`config.mk`:
```
export PLATFORM = sky130hd
export DESIGN_NAME = tpid_merge
export DESIGN_NICKNAME = d
export VERILOG_FILES = /design/src/rtl/core/three_axis_rate_pid_defines.svh /design/src/rtl/core/tpid_pkg.sv /design/src/rtl/core/tpid_merge.sv
export SDC_FILE = /design/constraint.sdc
export NUM_CORES = 1
export LEC_CHECK = 0
export ABC_AREA = 1
export BUFFER_PORTS_ARGS = -buffer_cell sky130_fd_sc_hd__buf_2
export CORE_ASPECT_RATIO = 0.75
export CORE_MARGIN = 5
export CORE_UTILIZATION = 36
export CTS_CLUSTER_SIZE = 30
export DETAILED_ROUTE_END_ITERATION = 8
export HOLD_SLACK_MARGIN = 0.1
export MAX_ROUTING_LAYER = met4
export PLACE_DENSITY = 0.84
export SLEW_MARGIN = 30
export SYNTH_ARGS = -nofsm -noshare
export SYNTH_HDL_FRONTEND = slang
export SYNTH_SLANG_ARGS = --single-unit
export TNS_END_PERCENT = 100
```
`constraint.sdc`:
```
create_clock -name clk -period 5.47 [get_ports clk]
set_clock_uncertainty 0.1 [all_clocks]
set_input_delay 0.2735 -clock clk [delete_from_list [all_inputs] [get_ports clk]]
set_output_delay 0.2735 -clock clk [all_outputs]
set_load 0.1 [all_outputs]
```
`src/rtl/core/three_axis_rate_pid_defines.svh`:
```
// Assertion macros shared by the three-axis rate PID RTL.
`ifndef THREE_AXIS_RATE_PID_DEFINES_SVH
`define THREE_AXIS_RATE_PID_DEFINES_SVH

// Same-cycle implication, sampled on clk, held off during rst.
`define TPID_ASSERT_IMPL(label, ante, cons, msg) \
  label: assert property (@(posedge clk) disable iff (rst) (ante) |-> (cons)) \
    else $error(msg);

// Next-cycle implication, sampled on clk, held off during rst.
`define TPID_ASSERT_NEXT(label, ante, cons, msg) \
  label: assert property (@(posedge clk) disable iff (rst) (ante) |=> (cons)) \
    else $error(msg);

`endif

```
`src/rtl/core/tpid_pkg.sv`:
```
// Types, constants and register codes of the three-axis rate PID.
`default_nettype none

package tpid_pkg;

  localparam int AXES    = 3;
  localparam int AX_ROLL  = 0;
  localparam int AX_PITCH = 1;
  localparam int AX_YAW   = 2;

  // field and register widths
  localparam int RATE_W   = 16;
  localparam int OUT_W    = 16;
  localparam int THR_W    = 13;
  localparam int GAINS_W  = 48;
  localparam int GAIN_W   = 16;
  localparam int LIMIT_W  = 15;
  localparam int CFG_IDX_W = 3;

  // internal datapath widths
  localparam int FILT_FRAC = 16;
  localparam int ERR_W  = RATE_W + 1;
  localparam int FILT_W = RATE_W + FILT_FRAC;
  localparam int DIFF_W = FILT_W + 1;
  localparam int DY_W   = DIFF_W;
  localparam int SPLIT  = 16;
  localparam int HALF_W = DIFF_W - SPLIT;
  localparam int ITG_W  = 16;
  localparam int ITMP_W = ITG_W + 2;
  localparam int MUL_W  = 18;
  localparam int PROD_W = 2 * MUL_W;
  localparam int P_W    = GAIN_W + ERR_W - 4;
  localparam int PD_W   = GAIN_W + DY_W + 1;
  localparam int NEG_W  = PD_W + 1;
  localparam int D_W    = NEG_W - 12;
  localparam int SUM_W  = D_W + 2;

  // 0.98 in Q16
  localparam logic signed [MUL_W-1:0] DECAY_Q16 = 18'sd64225;

  // register indexes
  localparam logic [CFG_IDX_W-1:0] REG_ROLL_GAINS   = 3'd0;
  localparam logic [CFG_IDX_W-1:0] REG_PITCH_GAINS  = 3'd1;
  localparam logic [CFG_IDX_W-1:0] REG_YAW_GAINS    = 3'd2;
  localparam logic [CFG_IDX_W-1:0] REG_ITERM_LIMIT  = 3'd3;
  localparam logic [CFG_IDX_W-1:0] REG_OUTPUT_LIMIT = 3'd4;
  localparam logic [CFG_IDX_W-1:0] REG_RELAX_THR    = 3'd5;
  localparam logic [CFG_IDX_W-1:0] REG_FILT_GAIN    = 3'd6;

  typedef logic signed [OUT_W-1:0] word_t;

  typedef struct packed {
    logic [LIMIT_W-1:0] iterm_limit;
    logic [LIMIT_W-1:0] output_limit;
    logic [GAIN_W-1:0]  filt_gain;
  } cfg_t;

  typedef struct packed {
    logic start;
    logic integrate;
    logic ack;
  } lane_ctrl_t;

  typedef struct packed {
    logic busy;
    logic done;
  } lane_status_t;

  typedef enum logic [3:0] {
    LS_IDLE,
    LS_MUL_P,
    LS_MUL_I,
    LS_MUL_FH,
    LS_MUL_FL,
    LS_F_SUM,
    LS_MUL_DH,
    LS_MUL_DL,
    LS_D_SUM,
    LS_P_SUM,
    LS_CLAMP,
    LS_DONE
  } lane_state_t;

endpackage

`default_nettype wire

```
`src/rtl/core/tpid_merge.sv`:
```
// Gathers the three lane results into the registered output transfer stage.
`default_nettype none

module tpid_merge (
  input  logic                                           clk,
  input  logic                                           rst,
  input  tpid_pkg::lane_status_t [tpid_pkg::AXES-1:0]    status,
  input  tpid_pkg::word_t        [tpid_pkg::AXES-1:0]    drive_lane,
  input  tpid_pkg::word_t        [tpid_pkg::AXES-1:0]    integral_lane,
  output logic                                           ack,
  output logic                                           out_valid,
  input  logic                                           out_stall,
  output tpid_pkg::word_t                                drive_roll,
  output tpid_pkg::word_t                                drive_pitch,
  output tpid_pkg::word_t                                drive_yaw,
  output tpid_pkg::word_t                                integral_roll,
  output tpid_pkg::word_t                                integral_pitch,
  output tpid_pkg::word_t                                integral_yaw
);

  logic all_done;

  assign all_done = status[tpid_pkg::AX_ROLL].done && status[tpid_pkg::AX_PITCH].done &&
                    status[tpid_pkg::AX_YAW].done;
  assign ack      = all_done && (!out_valid || !out_stall);

  always_ff @(posedge clk) begin
    if (rst) begin
      out_valid <= 1'b0;
    end else if (ack) begin
      out_valid <= 1'b1;
    end else if (!out_stall) begin
      out_valid <= 1'b0;
    end
  end

  always_ff @(posedge clk) begin
    if (ack) begin
      drive_roll     <= drive_lane[tpid_pkg::AX_ROLL];
      drive_pitch    <= drive_lane[tpid_pkg::AX_PITCH];
      drive_yaw      <= drive_lane[tpid_pkg::AX_YAW];
      integral_roll  <= integral_lane[tpid_pkg::AX_ROLL];
      integral_pitch <= integral_lane[tpid_pkg::AX_PITCH];
      integral_yaw   <= integral_lane[tpid_pkg::AX_YAW];
    end
  end

endmodule

`default_nettype wire

```
==> summary.md <==
| Metric | Value |
|---|---|
| Yosys cell types | `5` |
| Min-Delay Path Class | `in2reg` |
| Global-route wire length before repair | `about 13000 µm` |
| Antenna diode instance count | `0` |
| CP required | `a little over 5 ns` |
| Critical path type | `reg2out` |
| Max Transition Viols Final | `0` |
| Detailed Route WL | `8720 µm` |
| Fin crit share | `between 30 and 40%` |
| CORE AREA | `0.00792 mm²` |
| Num ports | `between 200 and 250` |
| Initial antenna violation count | `0` |
| Peak supply drop | `approximately 0.00019 V` |
| Critical path fanouts, max | `39` |
| Total negative slack | `0 ns` |
| Ys Warns | `0` |
| Post-route minimum period | `2.15 ns` |
| Post-Synthesis Cells | `101` |
| Status | `completed` |
| First-pass DRT Iterations | `4` |
| Vias in the first global route | `~2500` |
| Routed length per instance | `~17 µm` |
| Cell Area, Synth | `around 0.0029 mm²` |
| Crit-path slowest cell | `buf_2` |
| Maximum clock path buffer count | `2` |
| Avg Cell Area, Syn | `between 20 and 30 µm²` |
| Worst Reg-to-Reg Cells | `3` |
| Switch share | `approximately 28%` |
| Max-cap viol count | `0` |
| Net Count, Synth | `around 210` |
| Final hold violation count | `0` |
| Final #Nets | `just over 500` |
| RD Place Congestion | `between 0.7 and 0.8` |
| Initial Util | `between 30% and 40%` |
| Combinational power share | `~17%` |
| Root Buffer | `clkbuf_8` |
| Layout cell share with drive strength beyond 1 | `a little over half` |
| Fraction of power consumed by the clock network | `29.4%` |
| Antenna-violating nets left | `0` |
| Vias per inst | `about 4.2` |
| H-tree depth | `3` |
| Startpoint Class | `flip-flop` |
| Part of the power in registers | `between 50% and 60%` |
| Worst R2R End | `integral_yaw[13]$_DFFE_PP_` |
| Drt first-iter violations | `about 120` |
| Die area | `0.0100 mm²` |
| Sequential area share after synthesis | `99.4%` |
| Post-CTS Setup Bufs | `0` |
| R2R setup slack | `approximately 3.4 ns` |
| Worst EP arrival | `1.78 ns` |
| Crit. End Element | `primary output` |
| Hold worst-path end | `integral_pitch[2]$_DFFE_PP_` |
| Pwr Density | `301 mW/mm²` |
| Static Leak | `2.21 nW` |
| FP Rows | `28` |
| FMAX | `between 400 and 500 MHz` |
| Critical Path Max Stage Delay | `~0.52 ns` |
| Yosys reg bits | `97` |
| Relative slew slack | `about half` |
| Place WS | `approximately 3.2 ns` |
| Worst slew pin tran | `0.736 ns` |
| Die Y | `88.0 µm` |
| Internal power | `between 1 and 1.5 mW` |
| DRC viols | `0` |
| TritonCTS Buffers | `9` |
| Worst-Skew Late Latency | `about 0.34 ns` |
| Hold-fix buffers, CTS | `98` |
| Total Routing Usage GR | `17.4%` |
| Remaining global-route overflow | `0` |
| Clock transition at the registers of the reported paths | `around 0.09 ns` |
| Area delta synth->final | `79.9%` |
| CP cell instances | `a21oi_4 > buf_4 > buf_2` |
| CTS tree | `yes` |
| RR Startpoint | `out_valid$_SDFFE_PP0P_` |
| Clock Sinks | `between 90 and 100` |
| Via count | `2214` |
| Cts repair resizes | `0` |
| Worst hold path depth | `3` |
| P_sw | `between 0.4 and 0.5 mW` |
| Die Span X | `114 µm` |
| Largest net degree at the start of global routing | `60` |
| Hold path startpoint | `out_stall` |
| RSZ-0062 raised after global routing | `false` |
| Setup WS post-layout | `around 3.3 ns` |
| Port Buf Inserts | `roughly 200` |
| Finish-stage setup viols | `0` |
[through the flow]
stage / util (%) / hold WS (ns) / power (mW) / instances / instance area, µm²
2_1_floorplan: - / 0.243 / 1.02 / 101 / 2930
3_3_place_gp: 51.5 / 0.329 / 1.07 / 407 / 4080
3_5_place_dp: 51.5 / 0.333 / 1.08 / 407 / 4080
4_1_cts: 66.4 / 0.475 / 1.60 / 521 / 5260
5_1_grt: 66.4 / 0.497 / 1.64 / 521 / 5260
6_report: 66.4 / 0.493 / 1.58 / 521 / 5260
[final cells by class]
type	instances	area, µm²
timing repair buffer	299	1990
multi-input combinational	4	30.0
tap	105	131
fill	545	2660
clock buffer	9	124
clock inverter	7	76.3
sequential	97	2900
[critical path: cells and delay by family (launching register included)]
| family | cells | cell delay, ns |
|---|---|---|
| buf+inv | 2 | 0.94 |
| flops | 1 | 0.35 |
| compound gates | 1 | 0.13 |
[sequential cells by signal, indices dropped and copies added, names as in the netlist]
name and cells:
integral_yaw 16, out_valid 1, drive_yaw 16, drive_roll 16
drive_pitch 16, integral_roll 16, integral_pitch 16
[how the worst max path moves through the flow]
stage	start	to	slack [ns]	cells past startpoint
floorplan	out_valid$_SDFFE_PP0P_	drive_pitch[0]$_DFFE_PP_	0.43	1
global placement	status[4]	integral_roll[3]$_DFFE_PP_	3.29	5
detailed placement	status[4]	integral_roll[14]$_DFFE_PP_	3.20	5
CTS	out_valid$_SDFFE_PP0P_	ack	3.28	3
global route	out_valid$_SDFFE_PP0P_	ack	3.21	3
finish	out_valid$_SDFFE_PP0P_	ack	3.32	3
[metal layers]
metal | vias up | wire [µm] | GRT usage (%)
met5 | - | 0 | -
met4 | 0 | 118 | 5.18
met3 | 13 | 867 | 5.32
met2 | 138 | 4520 | 31.0
met1 | 1037 | 3220 | 18.8
li1 | 1026 | - | -
[cell families (layout without fill, tap and decap cells)]
| kind of cell | count (synthesis) | count (layout) | synth area share (%) |
|---|---|---|---|
| buf+inv | 0 | 315 | 0 |
| simple gates | 2 | 2 | 0.299 |
| flops | 97 | 97 | 99.4 |
| compound gates | 2 | 2 | 0.343 |
[synthesized netlist by cell type]
cell type / instances / area, µm²
edfxtp_1: 96 / 2880
a21oi_1: 2 / 10.0
dfxtp_1: 1 / 20.0
nand2_1: 1 / 3.75
nand3_1: 1 / 5.00
[layout by cell type (no fill, tap or decap), drive strengths merged]
| cell | netlist | routed |
|---|---|---|
| a21oi | 2 | 2 |
| buf | 0 | 201 |
| bufinv | 0 | 1 |
| clkbuf | 0 | 9 |
| clkinv | 0 | 2 |
| dfxtp | 1 | 1 |
| dlygate4sd3 | 0 | 98 |
| edfxtp | 96 | 96 |
| inv | 0 | 4 |
| nand2 | 1 | 1 |
| nand3 | 1 | 1 |
[power groups by stage]
stage               clock network (mW)  registers, mW  logic [mW]
finish                           0.465          0.847       0.269
global route                     0.514          0.849       0.278
CTS                              0.483          0.847       0.267
detailed placement                   0          0.864       0.212
global placement                     0          0.863       0.209
floorplan                            0           1.01      0.0103
(Power assumes the default switching activity.)
