[config.mk]
export PLATFORM = sky130hd
export DESIGN_NAME = tpid_lane
export DESIGN_NICKNAME = d
export VERILOG_FILES = /design/src/rtl/core/three_axis_rate_pid_defines.svh /design/src/rtl/core/tpid_pkg.sv /design/src/rtl/core/tpid_mul.sv /design/src/rtl/core/tpid_lane.sv
export SDC_FILE = /design/constraint.sdc
export NUM_CORES = 2
export LEC_CHECK = 0
export BUFFER_PORTS_ARGS = -buffer_cell sky130_fd_sc_hd__buf_4
export CAP_MARGIN = 0
export CELL_PAD_IN_SITES_DETAIL_PLACEMENT = 0
export CELL_PAD_IN_SITES_GLOBAL_PLACEMENT = 2
export CORE_UTILIZATION = 40
export CTS_CLUSTER_SIZE = 40
export DETAILED_ROUTE_END_ITERATION = 8
export GPL_ROUTABILITY_DRIVEN = 0
export PLACE_DENSITY_LB_ADDON = 0.12
export SYNTH_ARGS = -nofsm -noshare
export SYNTH_HDL_FRONTEND = slang
export SYNTH_HIERARCHICAL = 1
export SYNTH_SLANG_ARGS = --single-unit
[constraint.sdc]
create_clock -name clk -period 9.7 [get_ports clk]
set_clock_uncertainty 0.05 [all_clocks]
set_input_delay 0.97 -clock clk [delete_from_list [all_inputs] [get_ports clk]]
set_output_delay 0.97 -clock clk [all_outputs]
set_load 0.005 [all_outputs]
[src/rtl/core/three_axis_rate_pid_defines.svh]
// Assertion macros shared by the three-axis rate PID RTL.
`ifndef THREE_AXIS_RATE_PID_DEFINES_SVH
`define THREE_AXIS_RATE_PID_DEFINES_SVH

// Same-cycle implication, sampled on clk, held off during rst.
`define TPID_ASSERT_IMPL(label, ante, cons, msg) \
  label: assert property (@(posedge clk) disable iff (rst) (ante) |-> (cons)) \
    else $error(msg);

// Next-cycle implication, sampled on clk, held off during rst.
`define TPID_ASSERT_NEXT(label, ante, cons, msg) \
  label: assert property (@(posedge clk) disable iff (rst) (ante) |=> (cons)) \
    else $error(msg);

`endif

[src/rtl/core/tpid_pkg.sv]
// Types, constants and register codes of the three-axis rate PID.
`default_nettype none

package tpid_pkg;

  localparam int AXES    = 3;
  localparam int AX_ROLL  = 0;
  localparam int AX_PITCH = 1;
  localparam int AX_YAW   = 2;

  // field and register widths
  localparam int RATE_W   = 16;
  localparam int OUT_W    = 16;
  localparam int THR_W    = 13;
  localparam int GAINS_W  = 48;
  localparam int GAIN_W   = 16;
  localparam int LIMIT_W  = 15;
  localparam int CFG_IDX_W = 3;

  // internal datapath widths
  localparam int FILT_FRAC = 16;
  localparam int ERR_W  = RATE_W + 1;
  localparam int FILT_W = RATE_W + FILT_FRAC;
  localparam int DIFF_W = FILT_W + 1;
  localparam int DY_W   = DIFF_W;
  localparam int SPLIT  = 16;
  localparam int HALF_W = DIFF_W - SPLIT;
  localparam int ITG_W  = 16;
  localparam int ITMP_W = ITG_W + 2;
  localparam int MUL_W  = 18;
  localparam int PROD_W = 2 * MUL_W;
  localparam int P_W    = GAIN_W + ERR_W - 4;
  localparam int PD_W   = GAIN_W + DY_W + 1;
  localparam int NEG_W  = PD_W + 1;
  localparam int D_W    = NEG_W - 12;
  localparam int SUM_W  = D_W + 2;

  // 0.98 in Q16
  localparam logic signed [MUL_W-1:0] DECAY_Q16 = 18'sd64225;

  // register indexes
  localparam logic [CFG_IDX_W-1:0] REG_ROLL_GAINS   = 3'd0;
  localparam logic [CFG_IDX_W-1:0] REG_PITCH_GAINS  = 3'd1;
  localparam logic [CFG_IDX_W-1:0] REG_YAW_GAINS    = 3'd2;
  localparam logic [CFG_IDX_W-1:0] REG_ITERM_LIMIT  = 3'd3;
  localparam logic [CFG_IDX_W-1:0] REG_OUTPUT_LIMIT = 3'd4;
  localparam logic [CFG_IDX_W-1:0] REG_RELAX_THR    = 3'd5;
  localparam logic [CFG_IDX_W-1:0] REG_FILT_GAIN    = 3'd6;

  typedef logic signed [OUT_W-1:0] word_t;

  typedef struct packed {
    logic [LIMIT_W-1:0] iterm_limit;
    logic [LIMIT_W-1:0] output_limit;
    logic [GAIN_W-1:0]  filt_gain;
  } cfg_t;

  typedef struct packed {
    logic start;
    logic integrate;
    logic ack;
  } lane_ctrl_t;

  typedef struct packed {
    logic busy;
    logic done;
  } lane_status_t;

  typedef enum logic [3:0] {
    LS_IDLE,
    LS_MUL_P,
    LS_MUL_I,
    LS_MUL_FH,
    LS_MUL_FL,
    LS_F_SUM,
    LS_MUL_DH,
    LS_MUL_DL,
    LS_D_SUM,
    LS_P_SUM,
    LS_CLAMP,
    LS_DONE
  } lane_state_t;

endpackage

`default_nettype wire

[src/rtl/core/tpid_mul.sv]
// Registered 18x18 signed multiplier shared by the steps of one lane.
`default_nettype none

module tpid_mul (
  input  logic                                   clk,
  input  logic signed [tpid_pkg::MUL_W-1:0]      a,
  input  logic signed [tpid_pkg::MUL_W-1:0]      b,
  output logic signed [tpid_pkg::PROD_W-1:0]     prod
);

  always_ff @(posedge clk) begin
    prod <= a * b;
  end

endmodule

`default_nettype wire

[src/rtl/core/tpid_lane.sv]
// One axis of the rate PID: sequenced P, integrator, gyro filter and D steps.
`default_nettype none

module tpid_lane (
  input  logic                                  clk,
  input  logic                                  rst,
  input  tpid_pkg::lane_ctrl_t                  ctrl,
  input  tpid_pkg::cfg_t                        cfg,
  input  logic [tpid_pkg::GAINS_W-1:0]          gains,
  input  logic signed [tpid_pkg::RATE_W-1:0]    setpoint,
  input  logic signed [tpid_pkg::RATE_W-1:0]    gyro,
  output tpid_pkg::lane_status_t                status,
  output tpid_pkg::word_t                       drive,
  output tpid_pkg::word_t                       integral
);

  tpid_pkg::lane_state_t state, state_next;

  logic                                   integrate;
  logic signed [tpid_pkg::ERR_W-1:0]      err;
  logic signed [tpid_pkg::DIFF_W-1:0]     diff;
  logic signed [tpid_pkg::FILT_W-1:0]     filt;
  logic signed [tpid_pkg::ITG_W-1:0]      integ;
  logic signed [tpid_pkg::ITMP_W-1:0]     itmp;
  logic signed [tpid_pkg::PROD_W-1:0]     hi;
  logic signed [tpid_pkg::DY_W-1:0]       dy;
  logic signed [tpid_pkg::P_W-1:0]        pterm;
  logic signed [tpid_pkg::D_W-1:0]        dterm;
  logic signed [tpid_pkg::SUM_W-1:0]      sum;

  logic signed [tpid_pkg::MUL_W-1:0]      mul_a, mul_b;
  logic signed [tpid_pkg::PROD_W-1:0]     prod;

  logic [tpid_pkg::GAIN_W-1:0]            kp, kidt, kddt;
  logic signed [31:0]                     dec_round;
  logic signed [tpid_pkg::ITMP_W-1:0]     ilim, iclamp;
  logic signed [tpid_pkg::SUM_W-1:0]      olim, oclamp;
  logic signed [tpid_pkg::PD_W-1:0]       pd;
  logic signed [tpid_pkg::NEG_W-1:0]      neg;

  assign kp   = gains[15:0];
  assign kidt = gains[31:16];
  assign kddt = gains[47:32];

  tpid_mul u_mul (
    .clk  (clk),
    .a    (mul_a),
    .b    (mul_b),
    .prod (prod)
  );

  always_ff @(posedge clk) begin
    if (rst) begin
      state <= tpid_pkg::LS_IDLE;
    end else begin
      state <= state_next;
    end
  end

  // sequencer and multiplier operand select
  always_comb begin
    state_next = state;
    mul_a      = '0;
    mul_b      = '0;
    unique case (state)
      tpid_pkg::LS_IDLE: begin
        if (ctrl.start) state_next = tpid_pkg::LS_MUL_P;
      end
      tpid_pkg::LS_MUL_P: begin
        mul_a      = $signed({2'b00, kp});
        mul_b      = $signed({err[tpid_pkg::ERR_W-1], err});
        state_next = tpid_pkg::LS_MUL_I;
      end
      tpid_pkg::LS_MUL_I: begin
        if (integrate) begin
          mul_a = $signed({2'b00, kidt});
          mul_b = $signed({err[tpid_pkg::ERR_W-1], err});
        end else begin
          mul_a = tpid_pkg::DECAY_Q16;
          mul_b = $signed({{2{integ[tpid_pkg::ITG_W-1]}}, integ});
        end
        state_next = tpid_pkg::LS_MUL_FH;
      end
      tpid_pkg::LS_MUL_FH: begin
        mul_a      = $signed({2'b00, cfg.filt_gain});
        mul_b      = $signed({diff[tpid_pkg::DIFF_W-1],
                              diff[tpid_pkg::DIFF_W-1:tpid_pkg::SPLIT]});
        state_next = tpid_pkg::LS_MUL_FL;
      end
      tpid_pkg::LS_MUL_FL: begin
        mul_a      = $signed({2'b00, cfg.filt_gain});
        mul_b      = $signed({2'b00, diff[tpid_pkg::SPLIT-1:0]});
        state_next = tpid_pkg::LS_F_SUM;
      end
      tpid_pkg::LS_F_SUM: begin
        state_next = tpid_pkg::LS_MUL_DH;
      end
      tpid_pkg::LS_MUL_DH: begin
        mul_a      = $signed({2'b00, kddt});
        mul_b      = $signed({dy[tpid_pkg::DY_W-1],
                              dy[tpid_pkg::DY_W-1:tpid_pkg::SPLIT]});
        state_next = tpid_pkg::LS_MUL_DL;
      end
      tpid_pkg::LS_MUL_DL: begin
        mul_a      = $signed({2'b00, kddt});
        mul_b      = $signed({2'b00, dy[tpid_pkg::SPLIT-1:0]});
        state_next = tpid_pkg::LS_D_SUM;
      end
      tpid_pkg::LS_D_SUM:  state_next = tpid_pkg::LS_P_SUM;
      tpid_pkg::LS_P_SUM:  state_next = tpid_pkg::LS_CLAMP;
      tpid_pkg::LS_CLAMP:  state_next = tpid_pkg::LS_DONE;
      tpid_pkg::LS_DONE: begin
        if (ctrl.ack) state_next = tpid_pkg::LS_IDLE;
      end
      default: state_next = tpid_pkg::LS_IDLE;
    endcase
  end

  // decay truncates toward zero: bias negative products before the shift
  assign dec_round = prod[31:0] + (prod[tpid_pkg::PROD_W-1] ? 32'sd65535 : 32'sd0);

  assign ilim = $signed({3'b000, cfg.iterm_limit});
  always_comb begin
    if (itmp > ilim)       iclamp = ilim;
    else if (itmp < -ilim) iclamp = -ilim;
    else                   iclamp = itmp;
  end

  assign olim = $signed({{(tpid_pkg::SUM_W - tpid_pkg::LIMIT_W){1'b0}}, cfg.output_limit});
  always_comb begin
    if (sum > olim)       oclamp = olim;
    else if (sum < -olim) oclamp = -olim;
    else                  oclamp = sum;
  end

  // kd/dt * dy rebuilt from its two partial products
  assign pd  = $signed({hi[tpid_pkg::PD_W-tpid_pkg::SPLIT-1:0], 16'h0000})
             + $signed({18'h0, prod[31:0]});
  assign neg = -$signed({pd[tpid_pkg::PD_W-1], pd});

  // axis state
  always_ff @(posedge clk) begin
    if (rst) begin
      integ <= '0;
      filt  <= '0;
    end else begin
      case (state)
        tpid_pkg::LS_MUL_FL: begin
          integ <= integrate ? iclamp[tpid_pkg::ITG_W-1:0] : itmp[tpid_pkg::ITG_W-1:0];
        end
        tpid_pkg::LS_MUL_DH: begin
          filt <= filt + dy[tpid_pkg::FILT_W-1:0];
        end
        default: ;
      endcase
    end
  end

  // working registers
  always_ff @(posedge clk) begin
    case (state)
      tpid_pkg::LS_IDLE: begin
        if (ctrl.start) begin
          integrate <= ctrl.integrate;
          err       <= $signed({setpoint[tpid_pkg::RATE_W-1], setpoint})
                     - $signed({gyro[tpid_pkg::RATE_W-1], gyro});
          diff      <= $signed({gyro[tpid_pkg::RATE_W-1], gyro, 16'h0000})
                     - $signed({filt[tpid_pkg::FILT_W-1], filt});
        end
      end
      tpid_pkg::LS_MUL_I: begin
        pterm <= prod[tpid_pkg::P_W+3:4];
      end
      tpid_pkg::LS_MUL_FH: begin
        if (integrate) begin
          itmp <= $signed({{2{integ[tpid_pkg::ITG_W-1]}}, integ})
                + $signed({prod[32], prod[32:16]});
        end else begin
          itmp <= $signed({{2{dec_round[31]}}, dec_round[31:16]});
        end
      end
      tpid_pkg::LS_MUL_FL: begin
        hi <= prod;
      end
      tpid_pkg::LS_F_SUM: begin
        dy <= hi[tpid_pkg::DY_W-1:0] + $signed({17'h0, prod[31:16]});
      end
      tpid_pkg::LS_MUL_DL: begin
        hi <= prod;
      end
      tpid_pkg::LS_D_SUM: begin
        dterm <= neg[tpid_pkg::NEG_W-1:12];
      end
      tpid_pkg::LS_P_SUM: begin
        sum <= $signed({{(tpid_pkg::SUM_W - tpid_pkg::P_W){pterm[tpid_pkg::P_W-1]}}, pterm})
             + $signed({{(tpid_pkg::SUM_W - tpid_pkg::ITG_W){integ[tpid_pkg::ITG_W-1]}}, integ})
             + $signed({{(tpid_pkg::SUM_W - tpid_pkg::D_W){dterm[tpid_pkg::D_W-1]}}, dterm});
      end
      tpid_pkg::LS_CLAMP: begin
        drive <= oclamp[tpid_pkg::OUT_W-1:0];
      end
      default: ;
    endcase
  end

  assign integral    = integ;
  assign status.busy = (state != tpid_pkg::LS_IDLE) && (state != tpid_pkg::LS_DONE);
  assign status.done = (state == tpid_pkg::LS_DONE);

endmodule

`default_nettype wire

==> results.sh <==
export IMPL_cts_setup_buffers=0
export IMPL_row_count=110
export IMPL_grt_overflow=0
export IMPL_worst_pin_slew_ns=1.18
export IMPL_setup_viol=0
export IMPL_dpl_hpwl_mm=88.3
export IMPL_grt_pass1_wl_mm=167
export IMPL_viasPerCell=5.26
export IMPL_grt_total_usage_pct=23.8
export IMPL_die_y_um=304
export IMPL_num_fill_cells=8812
export IMPL_htree_levels=2
export IMPL_insertion_delay_ns=0.58
export IMPL_grt_max_degree=52
export IMPL_min_from="filt[29]"
export IMPL_critPathArrivalTime_ns=9.17
export IMPL_antenna_found_initial=3
export IMPL_drtPass1Iterations=5
export IMPL_critPathMaxFanout=18
export IMPL_fin_util_pct=45.1
export IMPL_maxCapViolations=0
export IMPL_clkTransAtPathRegs_ns=0.06
export IMPL_cts_hold_buffers=0
export IMPL_path_class="reg -> reg"
export IMPL_cts_tree="yes"
export IMPL_initial_core_util_pct=40.4
export IMPL_power_density_mw_per_mm2=262
export IMPL_die_w_um=304
export IMPL_multi_input_area_mm2=0.0245
export IMPL_avgSynthCellArea_um2=9.56
export IMPL_critPathLaunchType="register"
export IMPL_postRouteAntennaNets=0
export IMPL_ios=165
export IMPL_reg2regPathDepth=23
export IMPL_cts_resized_gates=0
export IMPL_avgRoutedWirePerCell_um=21.3
export IMPL_first_iter_violations=1657
export IMPL_finalNetCount=4795
export IMPL_clk_path_buf_depth=3
export IMPL_cts_sinks=347
export IMPL_whs_endpoint="filt[29]"
export IMPL_totalWireLength_mm=110
export IMPL_fmax_ghz=0.114
export IMPL_instances_no_fill=5171
export IMPL_num_vias=27200
export IMPL_required_ns=10.13
export IMPL_relSlewSlack_pct=21.4
export IMPL_final_cell_mix="inv_1, nand2_1, fa_1, ha_1, edfxtp_1"
export IMPL_cts_root_buffer="clkbuf_16"
export IMPL_slew_viol_final=0
export IMPL_endpoint_kind="register"
export IMPL_drive_gt1_share_pct=8.79
export IMPL_io_buffers=164
export IMPL_design_area_mm2=0.0406
export IMPL_total_leakage_power_nw=18.2
export IMPL_drc_errors=0
export IMPL_numCtsBuffers=43
export IMPL_final_common_cell="inv_1"
export IMPL_rsz0062_at_grt="no"
export IMPL_dieArea_mm2=0.0923
export IMPL_dp_cells=5089
export IMPL_fin_crit_ns=8.74
export IMPL_hp_class="reg -> reg"
export IMPL_reg2reg_slack_ns=0.96
export IMPL_fin_crit_sh_pct=90.1
export IMPL_syn_to_final_growth_pct=11.5
export IMPL_grt_pass1_vias=27500
export IMPL_syn_area_mm2=0.0364
export IMPL_coreArea_mm2=0.0901
export IMPL_hold_viol_final=0
export IMPL_reg2reg_to="u_mul/prod[24]"
export IMPL_ys_warn_count=6
export IMPL_fin_tns_setup_ns=0
export IMPL_synthCells=3810
export IMPL_outcome="completed"
export IMPL_vdd_drop_max_v=0.000431
export IMPL_whs_path_depth=2
export IMPL_place_area_mm2=0.0391
export IMPL_regArea_mm2=0.00955
export IMPL_r2r_start="state[3]"
-- where the power goes --
part           internal, W  leakage [nW]  switching (W)
Sequential         0.00199          3.10       0.000270
Combinational      0.00258          14.4        0.00411
Clock              0.00102         0.726       0.000684
-- worst max-delay path by stage --
| stage | from | end | slack (ns) | cells past startpoint |
|---|---|---|---|---|
| floorplan | state[3] | u_mul/prod[31] | 1.75 | 28 |
| global placement | state[1] | u_mul/prod[35] | 1.11 | 24 |
| detailed placement | state[3] | u_mul/prod[24] | 1.04 | 23 |
| CTS | state[3] | u_mul/prod[24] | 0.92 | 23 |
| global route | state[1] | u_mul/prod[31] | 0.53 | 23 |
| finish | state[3] | u_mul/prod[24] | 0.96 | 23 |
-- critical path, stage by stage, from the launching register on --
cell,delay [ns]
dfxtp_1,0.65
nand2b_1,0.50
o21ai_2,0.39
nand2_1,0.18
nand4_1,0.91
and2_1,0.56
fa_1,0.59
fa_1,0.43
ha_1,0.29
inv_1,0.07
fa_1,0.50
inv_1,0.06
fa_1,0.47
inv_1,0.05
fa_1,0.52
inv_1,0.04
ha_1,0.39
a2111oi_0,0.41
o21ai_0,0.24
a41oi_2,0.34
a21oi_1,0.19
a21bo_1,0.25
a2111o_1,0.41
o211ai_1,0.10
-- metrics by stage --
stage                     hold slack, ns  power, W  worst slack, ns
after CTS                          0.431    0.0107            0.922
final                              0.425    0.0107            0.965
after detailed placement           0.421   0.00891             1.04
after global routing               0.453    0.0116            0.528
after global placement             0.414   0.00899             1.11
after floorplan                    0.336   0.00691             1.75
-- registers in the layout, summed over array words and instances, names as in the netlist --
| signal | cells |
|---|---|
| state | 4 |
| err | 17 |
| integrate | 1 |
| drive | 16 |
| dterm | 39 |
| hi | 34 |
| dy | 33 |
| pterm | 29 |
| diff | 33 |
| u_mul/prod | 35 |
| filt | 32 |
| itmp | 18 |
| sum | 40 |
| integral | 16 |
-- final cells by class --
cell class              count  area share, %
multi-input cells        2805           60.3
flip-flops and latches    347           23.5
inverters                 556           5.14
repair buffers            205           3.79
well taps                1176           3.62
clock buffers              52           2.86
clock inverters            28          0.804
diodes                      2         0.0123
-- layer usage --
metal  GRT usage, %  wire length, µm
met3           3.45             5230
met4           6.88             3010
met5              0                0
met1           33.4            52200
met2           38.0            49500
(Power assumes the default switching activity.)
